===== config.mk =====
export PLATFORM = sky130hd
export DESIGN_NAME = chunk_map_address_translator
export DESIGN_NICKNAME = d
export VERILOG_FILES = /design/src/rtl/cmat_pkg.sv /design/src/rtl/cmat_range_ram.sv /design/src/rtl/cmat_engine.sv /design/src/rtl/chunk_map_address_translator.sv
export SDC_FILE = /design/constraint.sdc
export NUM_CORES = 2
export LEC_CHECK = 0
export ABC_AREA = 1
export BUFFER_PORTS_ARGS = -buffer_cell sky130_fd_sc_hd__buf_2
export CORE_ASPECT_RATIO = 0.8
export CORE_MARGIN = 2
export CORE_UTILIZATION = 35
export DETAILED_ROUTE_END_ITERATION = 6
export PLACE_DENSITY_LB_ADDON = 0.3
export SLEW_MARGIN = 10
export SYNTH_ARGS = -nofsm -noshare
export SYNTH_HDL_FRONTEND = slang
export SYNTH_SLANG_ARGS = --single-unit

===== constraint.sdc =====
create_clock -name clock -period 25.1 [get_ports clock]
set_input_delay 1.255 -clock clock [delete_from_list [all_inputs] [get_ports clock]]
set_output_delay 1.255 -clock clock [all_outputs]
set_load 0.005 [all_outputs]

===== src/rtl/cmat_pkg.sv =====
package cmat_pkg;

   // Default table depth
   localparam int MAX_RANGES_DEFAULT = 8;

   // Field widths
   localparam int ADDR_W   = 64;
   localparam int BYTES_W  = 32;
   localparam int STATUS_W = 3;
   localparam int HELD_W   = 4;
   localparam int ACTION_W = 2;
   localparam int CSR_IDX_W = 1;

   // Action codes
   localparam logic [ACTION_W-1:0] ACT_CLEAR = 2'd0;
   localparam logic [ACTION_W-1:0] ACT_LOAD  = 2'd1;
   localparam logic [ACTION_W-1:0] ACT_XLATE = 2'd2;

   // Status codes
   localparam logic [STATUS_W-1:0] ST_OK       = 3'd0;
   localparam logic [STATUS_W-1:0] ST_NO_COVER = 3'd1;
   localparam logic [STATUS_W-1:0] ST_OVERFLOW = 3'd2;
   localparam logic [STATUS_W-1:0] ST_INVALID  = 3'd3;
   localparam logic [STATUS_W-1:0] ST_FULL     = 3'd4;

   // Register indexes
   localparam logic [CSR_IDX_W-1:0] CSR_FS_BYTES  = 1'b0;
   localparam logic [CSR_IDX_W-1:0] CSR_DEV_BYTES = 1'b1;

   // Stored form of one chunk: logical start, logical end (start + length,
   // never wraps once the entry passed its checks) and physical minus logical
   // start as a 65-bit two's complement value.
   typedef struct packed {
      logic [ADDR_W-1:0] base;
      logic [ADDR_W-1:0] lim;
      logic [ADDR_W:0]   delta;
   } range_entry_type;

   // Size limits from the register file
   typedef struct packed {
      logic [ADDR_W-1:0] filesystem_bytes;
      logic [ADDR_W-1:0] device_bytes;
   } cfg_type;

   // Range RAM strobes
   typedef struct packed {
      logic wr_en;
      logic rd_en;
   } ram_cmd_type;

endpackage


===== src/rtl/cmat_range_ram.sv =====
module cmat_range_ram #(
   parameter int MAX_RANGES = cmat_pkg::MAX_RANGES_DEFAULT
) (
   input  logic                          clock,
   input  cmat_pkg::ram_cmd_type         cmd,
   input  logic [((MAX_RANGES > 1) ? $clog2(MAX_RANGES) : 1)-1:0] wr_addr,
   input  cmat_pkg::range_entry_type     wr_data,
   input  logic [((MAX_RANGES > 1) ? $clog2(MAX_RANGES) : 1)-1:0] rd_addr,
   output cmat_pkg::range_entry_type     rd_data
);
   import cmat_pkg::*;

   range_entry_type mem [MAX_RANGES];
   range_entry_type rd_data_ff;

   // One write port, one registered read port
   always_ff @(posedge clock) begin
      if (cmd.wr_en) begin
         mem[wr_addr] <= wr_data;
      end
      if (cmd.rd_en) begin
         rd_data_ff <= mem[rd_addr];
      end
   end

   assign rd_data = rd_data_ff;

endmodule


===== src/rtl/cmat_engine.sv =====
module cmat_engine #(
   parameter int MAX_RANGES = cmat_pkg::MAX_RANGES_DEFAULT
) (
   input  logic                                  clock,
   input  logic                                  reset,
   input  cmat_pkg::cfg_type                     cfg,
   // request beat
   input  logic                                  req_valid,
   output logic                                  req_ready,
   input  logic [cmat_pkg::ACTION_W-1:0]         req_action,
   input  logic [cmat_pkg::ADDR_W-1:0]           req_entry_logical,
   input  logic [cmat_pkg::ADDR_W-1:0]           req_entry_length,
   input  logic [cmat_pkg::ADDR_W-1:0]           req_entry_physical,
   input  logic [cmat_pkg::ADDR_W-1:0]           req_query_address,
   input  logic [cmat_pkg::BYTES_W-1:0]          req_query_bytes,
   // response beat
   output logic                                  rsp_valid,
   input  logic                                  rsp_ready,
   output logic [cmat_pkg::STATUS_W-1:0]         rsp_status,
   output logic [cmat_pkg::ADDR_W-1:0]           rsp_physical_address,
   output logic [cmat_pkg::HELD_W-1:0]           rsp_entries_held,
   // range RAM
   output cmat_pkg::ram_cmd_type                 ram_cmd,
   output logic [((MAX_RANGES > 1) ? $clog2(MAX_RANGES) : 1)-1:0] ram_wr_addr,
   output cmat_pkg::range_entry_type             ram_wr_data,
   output logic [((MAX_RANGES > 1) ? $clog2(MAX_RANGES) : 1)-1:0] ram_rd_addr,
   input  cmat_pkg::range_entry_type             ram_rd_data
);
   import cmat_pkg::*;

   localparam int IDX_W = (MAX_RANGES > 1) ? $clog2(MAX_RANGES) : 1;
   localparam int CNT_W = $clog2(MAX_RANGES + 1);
   localparam logic [CNT_W-1:0] CNT_MAX = CNT_W'(MAX_RANGES);

   typedef enum logic [1:0] {
      S_IDLE,
      S_CHECK,
      S_SCAN,
      S_POST
   } state_type;

   state_type           state_ff, state_in;
   logic [CNT_W-1:0]    count_ff, count_in;
   logic [CNT_W-1:0]    scan_ff, scan_in;
   logic [ADDR_W-1:0]   ld_logical_ff, ld_logical_in;
   logic [ADDR_W-1:0]   ld_length_ff, ld_length_in;
   logic [ADDR_W-1:0]   ld_physical_ff, ld_physical_in;
   logic [ADDR_W-1:0]   q_addr_ff, q_addr_in;
   logic [ADDR_W:0]     q_end_ff, q_end_in;
   logic [STATUS_W-1:0] res_status_ff, res_status_in;
   logic [ADDR_W-1:0]   res_phys_ff, res_phys_in;
   logic                rsp_valid_ff, rsp_valid_in;
   logic [STATUS_W-1:0] rsp_status_ff, rsp_status_in;
   logic [ADDR_W-1:0]   rsp_phys_ff, rsp_phys_in;
   logic [HELD_W-1:0]   rsp_held_ff, rsp_held_in;

   logic                accept;
   logic [CNT_W-1:0]    scan_next;
   logic [ADDR_W:0]     fs_end, dev_end;
   logic                fs_ok, dev_ok;
   logic                hit;
   logic [ADDR_W+1:0]   xlate_sum;

   assign accept    = req_valid && req_ready;
   assign scan_next = scan_ff + CNT_W'(1);

   // Load checks: start + length must stay inside both limits
   assign fs_end  = {1'b0, ld_logical_ff} + {1'b0, ld_length_ff};
   assign dev_end = {1'b0, ld_physical_ff} + {1'b0, ld_length_ff};
   assign fs_ok   = fs_end <= {1'b0, cfg.filesystem_bytes};
   assign dev_ok  = dev_end <= {1'b0, cfg.device_bytes};

   // Entry under scan covers [addr, addr + bytes) and its translation
   assign hit       = (q_addr_ff >= ram_rd_data.base) &&
                      (q_end_ff <= {1'b0, ram_rd_data.lim});
   assign xlate_sum = {2'b00, q_addr_ff} + {ram_rd_data.delta[ADDR_W], ram_rd_data.delta};

   assign ram_wr_addr       = count_ff[IDX_W-1:0];
   assign ram_wr_data.base  = ld_logical_ff;
   assign ram_wr_data.lim   = fs_end[ADDR_W-1:0];
   assign ram_wr_data.delta = {1'b0, ld_physical_ff} - {1'b0, ld_logical_ff};

   // Next state and datapath
   always_comb begin
      state_in       = state_ff;
      count_in       = count_ff;
      scan_in        = scan_ff;
      ld_logical_in  = ld_logical_ff;
      ld_length_in   = ld_length_ff;
      ld_physical_in = ld_physical_ff;
      q_addr_in      = q_addr_ff;
      q_end_in       = q_end_ff;
      res_status_in  = res_status_ff;
      res_phys_in    = res_phys_ff;
      rsp_valid_in   = rsp_valid_ff && !rsp_ready;
      rsp_status_in  = rsp_status_ff;
      rsp_phys_in    = rsp_phys_ff;
      rsp_held_in    = rsp_held_ff;
      ram_cmd.wr_en  = 1'b0;
      ram_cmd.rd_en  = 1'b0;
      ram_rd_addr    = scan_next[IDX_W-1:0];

      case (state_ff)
         S_IDLE: begin
            ram_rd_addr = '0;
            if (accept) begin
               ld_logical_in  = req_entry_logical;
               ld_length_in   = req_entry_length;
               ld_physical_in = req_entry_physical;
               q_addr_in      = req_query_address;
               q_end_in       = {1'b0, req_query_address} +
                                {{(ADDR_W + 1 - BYTES_W){1'b0}}, req_query_bytes};
               res_status_in  = ST_OK;
               res_phys_in    = '0;
               scan_in        = '0;
               state_in       = S_POST;
               case (req_action)
                  ACT_CLEAR: begin
                     count_in = '0;
                  end
                  ACT_LOAD: begin
                     state_in = S_CHECK;
                  end
                  ACT_XLATE: begin
                     if (req_query_bytes == '0 || count_ff == '0) begin
                        res_status_in = ST_NO_COVER;
                     end else begin
                        ram_cmd.rd_en = 1'b1;
                        state_in      = S_SCAN;
                     end
                  end
                  default: begin
                  end
               endcase
            end
         end
         S_CHECK: begin
            state_in = S_POST;
            if (ld_length_ff == '0) begin
               res_status_in = ST_INVALID;
               count_in      = '0;
            end else if (count_ff >= CNT_MAX) begin
               res_status_in = ST_FULL;
               count_in      = '0;
            end else if (!fs_ok || !dev_ok) begin
               res_status_in = ST_INVALID;
               count_in      = '0;
            end else begin
               ram_cmd.wr_en = 1'b1;
               count_in      = count_ff + CNT_W'(1);
            end
         end
         S_SCAN: begin
            // one entry per cycle, next read issued alongside
            if (hit) begin
               state_in = S_POST;
               if (xlate_sum[ADDR_W]) begin
                  res_status_in = ST_OVERFLOW;
               end else begin
                  res_phys_in = xlate_sum[ADDR_W-1:0];
               end
            end else if (scan_next == count_ff) begin
               res_status_in = ST_NO_COVER;
               state_in      = S_POST;
            end else begin
               ram_cmd.rd_en = 1'b1;
               scan_in       = scan_next;
            end
         end
         S_POST: begin
            if (!rsp_valid_ff || rsp_ready) begin
               rsp_valid_in  = 1'b1;
               rsp_status_in = res_status_ff;
               rsp_phys_in   = res_phys_ff;
               rsp_held_in   = HELD_W'(count_ff);
               state_in      = S_IDLE;
            end
         end
         default: begin
            state_in = S_IDLE;
         end
      endcase
   end

   // State and registered outputs
   always_ff @(posedge clock) begin
      if (reset) begin
         state_ff     <= S_IDLE;
         count_ff     <= '0;
         scan_ff      <= '0;
         rsp_valid_ff <= 1'b0;
      end else begin
         state_ff     <= state_in;
         count_ff     <= count_in;
         scan_ff      <= scan_in;
         rsp_valid_ff <= rsp_valid_in;
      end
      ld_logical_ff  <= ld_logical_in;
      ld_length_ff   <= ld_length_in;
      ld_physical_ff <= ld_physical_in;
      q_addr_ff      <= q_addr_in;
      q_end_ff       <= q_end_in;
      res_status_ff  <= res_status_in;
      res_phys_ff    <= res_phys_in;
      rsp_status_ff  <= rsp_status_in;
      rsp_phys_ff    <= rsp_phys_in;
      rsp_held_ff    <= rsp_held_in;
   end

   assign req_ready            = (state_ff == S_IDLE);
   assign rsp_valid            = rsp_valid_ff;
   assign rsp_status           = rsp_status_ff;
   assign rsp_physical_address = rsp_phys_ff;
   assign rsp_entries_held     = rsp_held_ff;

endmodule


===== src/rtl/chunk_map_address_translator.sv =====
// Chunk range map: translates logical byte addresses to physical ones through
// a table of up to MAX_RANGES chunks kept in a single-port-read RAM. Each
// request beat gives exactly one response beat. A clear or unused action
// goes straight to the response state; a load passes the check state (check
// and append in the same cycle); a translate scans the entries in order up to
// the first covering one (at most the number held), one entry per cycle, a
// rate set by the RAM's one read port. A zero byte count or an empty table
// answers with no scan. The table needs no clearing after reset. The response
// sits in an output register, so a new request is taken while an earlier
// response waits. The user must write the two size registers through the csr
// port only while no request is in flight; the block does not enforce this.
module chunk_map_address_translator #(
   parameter int MAX_RANGES = cmat_pkg::MAX_RANGES_DEFAULT
) (
   input  logic                             clock,
   input  logic                             reset,
   // configuration writes
   input  logic                             csr_we,
   input  logic [cmat_pkg::CSR_IDX_W-1:0]   csr_index,
   input  logic [cmat_pkg::ADDR_W-1:0]      csr_wdata,
   // request channel
   input  logic                             req_valid,
   output logic                             req_ready,
   input  logic [cmat_pkg::ACTION_W-1:0]    req_action,
   input  logic [cmat_pkg::ADDR_W-1:0]      req_entry_logical,
   input  logic [cmat_pkg::ADDR_W-1:0]      req_entry_length,
   input  logic [cmat_pkg::ADDR_W-1:0]      req_entry_physical,
   input  logic [cmat_pkg::ADDR_W-1:0]      req_query_address,
   input  logic [cmat_pkg::BYTES_W-1:0]     req_query_bytes,
   // response channel
   output logic                             rsp_valid,
   input  logic                             rsp_ready,
   output logic [cmat_pkg::STATUS_W-1:0]    rsp_status,
   output logic [cmat_pkg::ADDR_W-1:0]      rsp_physical_address,
   output logic [cmat_pkg::HELD_W-1:0]      rsp_entries_held
);
   import cmat_pkg::*;

   localparam int IDX_W = (MAX_RANGES > 1) ? $clog2(MAX_RANGES) : 1;

   logic [ADDR_W-1:0] fs_bytes_ff;
   logic [ADDR_W-1:0] dev_bytes_ff;
   cfg_type           cfg;
   ram_cmd_type       ram_cmd;
   logic [IDX_W-1:0]  ram_wr_addr;
   logic [IDX_W-1:0]  ram_rd_addr;
   range_entry_type   ram_wr_data;
   range_entry_type   ram_rd_data;

   // Size registers
   always_ff @(posedge clock) begin
      if (reset) begin
         fs_bytes_ff  <= '0;
         dev_bytes_ff <= '0;
      end else if (csr_we) begin
         case (csr_index)
            CSR_FS_BYTES:  fs_bytes_ff  <= csr_wdata;
            CSR_DEV_BYTES: dev_bytes_ff <= csr_wdata;
            default: begin
            end
         endcase
      end
   end

   assign cfg.filesystem_bytes = fs_bytes_ff;
   assign cfg.device_bytes     = dev_bytes_ff;

   cmat_engine #(
      .MAX_RANGES(MAX_RANGES)
   ) u_engine (
      .clock                (clock),
      .reset                (reset),
      .cfg                  (cfg),
      .req_valid            (req_valid),
      .req_ready            (req_ready),
      .req_action           (req_action),
      .req_entry_logical    (req_entry_logical),
      .req_entry_length     (req_entry_length),
      .req_entry_physical   (req_entry_physical),
      .req_query_address    (req_query_address),
      .req_query_bytes      (req_query_bytes),
      .rsp_valid            (rsp_valid),
      .rsp_ready            (rsp_ready),
      .rsp_status           (rsp_status),
      .rsp_physical_address (rsp_physical_address),
      .rsp_entries_held     (rsp_entries_held),
      .ram_cmd              (ram_cmd),
      .ram_wr_addr          (ram_wr_addr),
      .ram_wr_data          (ram_wr_data),
      .ram_rd_addr          (ram_rd_addr),
      .ram_rd_data          (ram_rd_data)
   );

   cmat_range_ram #(
      .MAX_RANGES(MAX_RANGES)
   ) u_range_ram (
      .clock   (clock),
      .cmd     (ram_cmd),
      .wr_addr (ram_wr_addr),
      .wr_data (ram_wr_data),
      .rd_addr (ram_rd_addr),
      .rd_data (ram_rd_data)
   );

endmodule


==> metrics.txt <==
number of gates resized after CTS 0; Synth Area in Compound Gates 13.6%; setup bufs post-CTS 0; max cap viols 0; Synth Area in XOR/XNOR 1.98%; post-synthesis cell area 109000 um^2; largest net degree at the start of global routing 169; # fillers 29700; Clock Latency Late Sink 0.96 ns; Iteration-0 DRC Markers 10700; total gr overflow 0; cts hold-fix bufs 0; reg2reg path depth 32; clk sinks 2335; post-synthesis mux area share 0.00915%; Max Clock Skew 0.133 ns; row cnt 183; crit path max-delay cell type xor2_1; vias in the first global route 75200; Final Worst Setup Slack 15.52 ns; Worst Tran Pin Value 1.39 ns; Arr. time, crit path 10.06 ns; Worst Setup Start Kind flop; most frequent cells in the layout 2196 x edfxtp_1, 1643 x nand2_1, 1091 x a21oi_1; initial antenna violation count 93; Area Growth Syn to Fin 13.7%; Critical Path Source u_engine.ld_logical_ff[1]; Syn Area/Cell 11.3 um^2; first-pass GRT wire length 575000 um; critical path fanouts, max 49; RR Endpoint u_range_ram.mem[6][157]; die height 504 um; Core ar. 311000 um^2; nets@finish 11000; vias per cell 5.62; Setup violations, final 0; Worst Setup End Kind flop; Power, Total 15.9 mW; min-delay worst type reg -> reg; CP Capture Point u_range_ram.mem[6][157]; Hold Fails Final Rpt 0; Largest register FFs 1544; IO buf count 432; post-synthesis sequential area ratio 62.8%; final WL 415000 um; Detail Placement HPWL 308000 um; DIE WIDTH 629 um; Longest Clk Path Bufs 4; Worst Path Class, Setup reg -> reg; number of top-level pins 433; Synth Area in Simple Gates 10.6%; commonest non-fill, non-tap cell in the layout edfxtp_1; Gate Count Post-Synth 9666; Synth Flop Type edfxtp_1; Biggest register u_range_ram.mem; FF+latch area 68700 um^2; fin crit share 38.2%; Root Driver clkbuf_16; Achievable Freq 104 MHz; Buf+Inv Stages, Crit Path 4; Routed WL per cell 28.7 um; final slew viol count 0; Ys Warns 0; #FFs+latches synth 2335; GRT Util Overall 25.3%; Slew HR 6.36%; Initial Util 35.2%; slowest stage delay, CP 0.86 ns; power per cell area 128 nW/um^2; RSZ-0062 raised after global routing no; Setup Total Neg Slack 0 ns; largest family of logic cells by synthesized area compound AO/OA/AOI/OAI gates; Hold Path Origin u_engine.res_phys_ff[55]; Hold Slack 0.417 ns; critical path's top delay family simple AND/OR/NAND/NOR gates; H-tree depth 4; WP data required 25.58 ns; Levels on crit path 32; clock-pin slew on the worst setup and hold paths 0.06 ns; Most common cell on crit path nand2_1; Max rail drop VDD 97.8 uV; adder-cell area share of the yosys netlist 6.45%; leak pwr 45.4 nW; DR vias 81400; detailed-router iteration count before antenna repair 6; EDFF count, synth 2196; CTS tree yes; DRC Markers 0; routability congestion estimate 1.03; flop2flop setup slack 15.52 ns; Routed Antenna Nets 0; post-placement setup slack 15.72 ns; CTS Buf Count 238; Mapped Nets 10600; Synth async-reset ratio 0%; Yosys cell types 67; Tmin final 9.58 ns; total die area 317000 um^2; footprint of the multi-input gates 35900 um^2; RR Startpoint u_engine.ld_logical_ff[1]; outcome complete, no violations; layout cell share with drive strength beyond 1 10.2%
==> synth_stat cells, types with 15 or more instances <==
cell type  number  area share, %
o221ai_1      394            3.2
xnor2_1        91           0.73
clkbuf_1      280           0.96
a21oi_1      1093            5.0
nand4_1        64           0.37
nand2_2        15          0.086
a21o_1         50           0.34
o21ai_0       371            1.7
a21oi_2        23           0.18
nor3_1        254            1.2
o21ai_1        26           0.12
o21a_1         53           0.36
buf_1          24          0.082
xor2_1        156            1.2
nor2_1        559            1.9
o211ai_1       26           0.18
nand2_1      1645            5.6
nor4_1         68           0.39
ha_1          556            6.4
o21ai_2        17           0.14
dfxtp_1       139            2.5
nand3_1       144           0.66
inv_1         939            3.2
o21bai_1       15           0.10
edfxtp_1     2196             60
buf_2          39           0.18
a31oi_1       295            1.7
==> layer usage <==
metal / GRT usage (%) / vias to the layer above / share of wire, %
met2: 35.7 / 4315 / 41
li1: - / 36200 / -
met1: 38.2 / 40400 / 45
met5: 0 / - / 0.049
met3: 6.05 / 552 / 11
met4: 7.30 / 30 / 3.0
==> worst register-to-register path, delay by kind of cell (launching register included) <==
family                   cells  cell delay (ns)
AO/OA/AOI/OAI                5             1.63
AND/OR/NAND/NOR             20             2.67
XOR/XNOR                     1             0.86
adder cells (fa/ha/maj)      2             0.88
flip-flops                   1             0.60
buffers and inverters        4             2.47
==> cells by family after synthesis <==
family          Yosys count
buf+inv                1293
xor+xnor                247
compound gates         2435
flops                  2335
fa+ha+maj               561
mux                       1
simple gates           2794
==> where the power goes <==
part	internal [mW]	total (mW)	switching, mW	leakage [nW]
clock	2.03	3.60	1.57	3.77
combinational	1.67	6.56	4.88	20.5
sequential	5.38	5.77	0.393	21.2
==> worst min path at each step <==
stage | slack [ns] | to | cells past startpoint
global route | 0.43 | u_engine.rsp_physical_address[5] | 0
floorplan | 0.40 | u_engine.rsp_physical_address[0] | 0
global placement | 0.41 | u_engine.rsp_physical_address[44] | 0
detailed placement | 0.40 | u_engine.rsp_physical_address[39] | 0
CTS | 0.42 | u_engine.rsp_physical_address[55] | 0
finish | 0.42 | u_engine.rsp_physical_address[55] | 0
==> final cells by class <==
cell class | count | area share (%)
Clock buffer | 283 | 4.98
Sequential cell | 2335 | 55.3
Multi-Input combinational cell | 6038 | 28.9
Tap cell | 4162 | 4.19
Inverter | 947 | 2.87
Timing Repair Buffer | 550 | 2.49
Antenna cell | 31 | 0.0624
Clock inverter | 151 | 1.24
==> per-stage QoR <==
step           util [%]  cells  instance area (um^2)
6_report           40.0  14500                124000
3_5_place_dp       37.5  14000                116000
2_1_floorplan         -   9666                109000
4_1_cts            40.0  14500                124000
5_1_grt            40.0  14500                124000
3_3_place_gp       37.5  14000                116000
No activity file was read; power rests on OpenSTA's default activity.
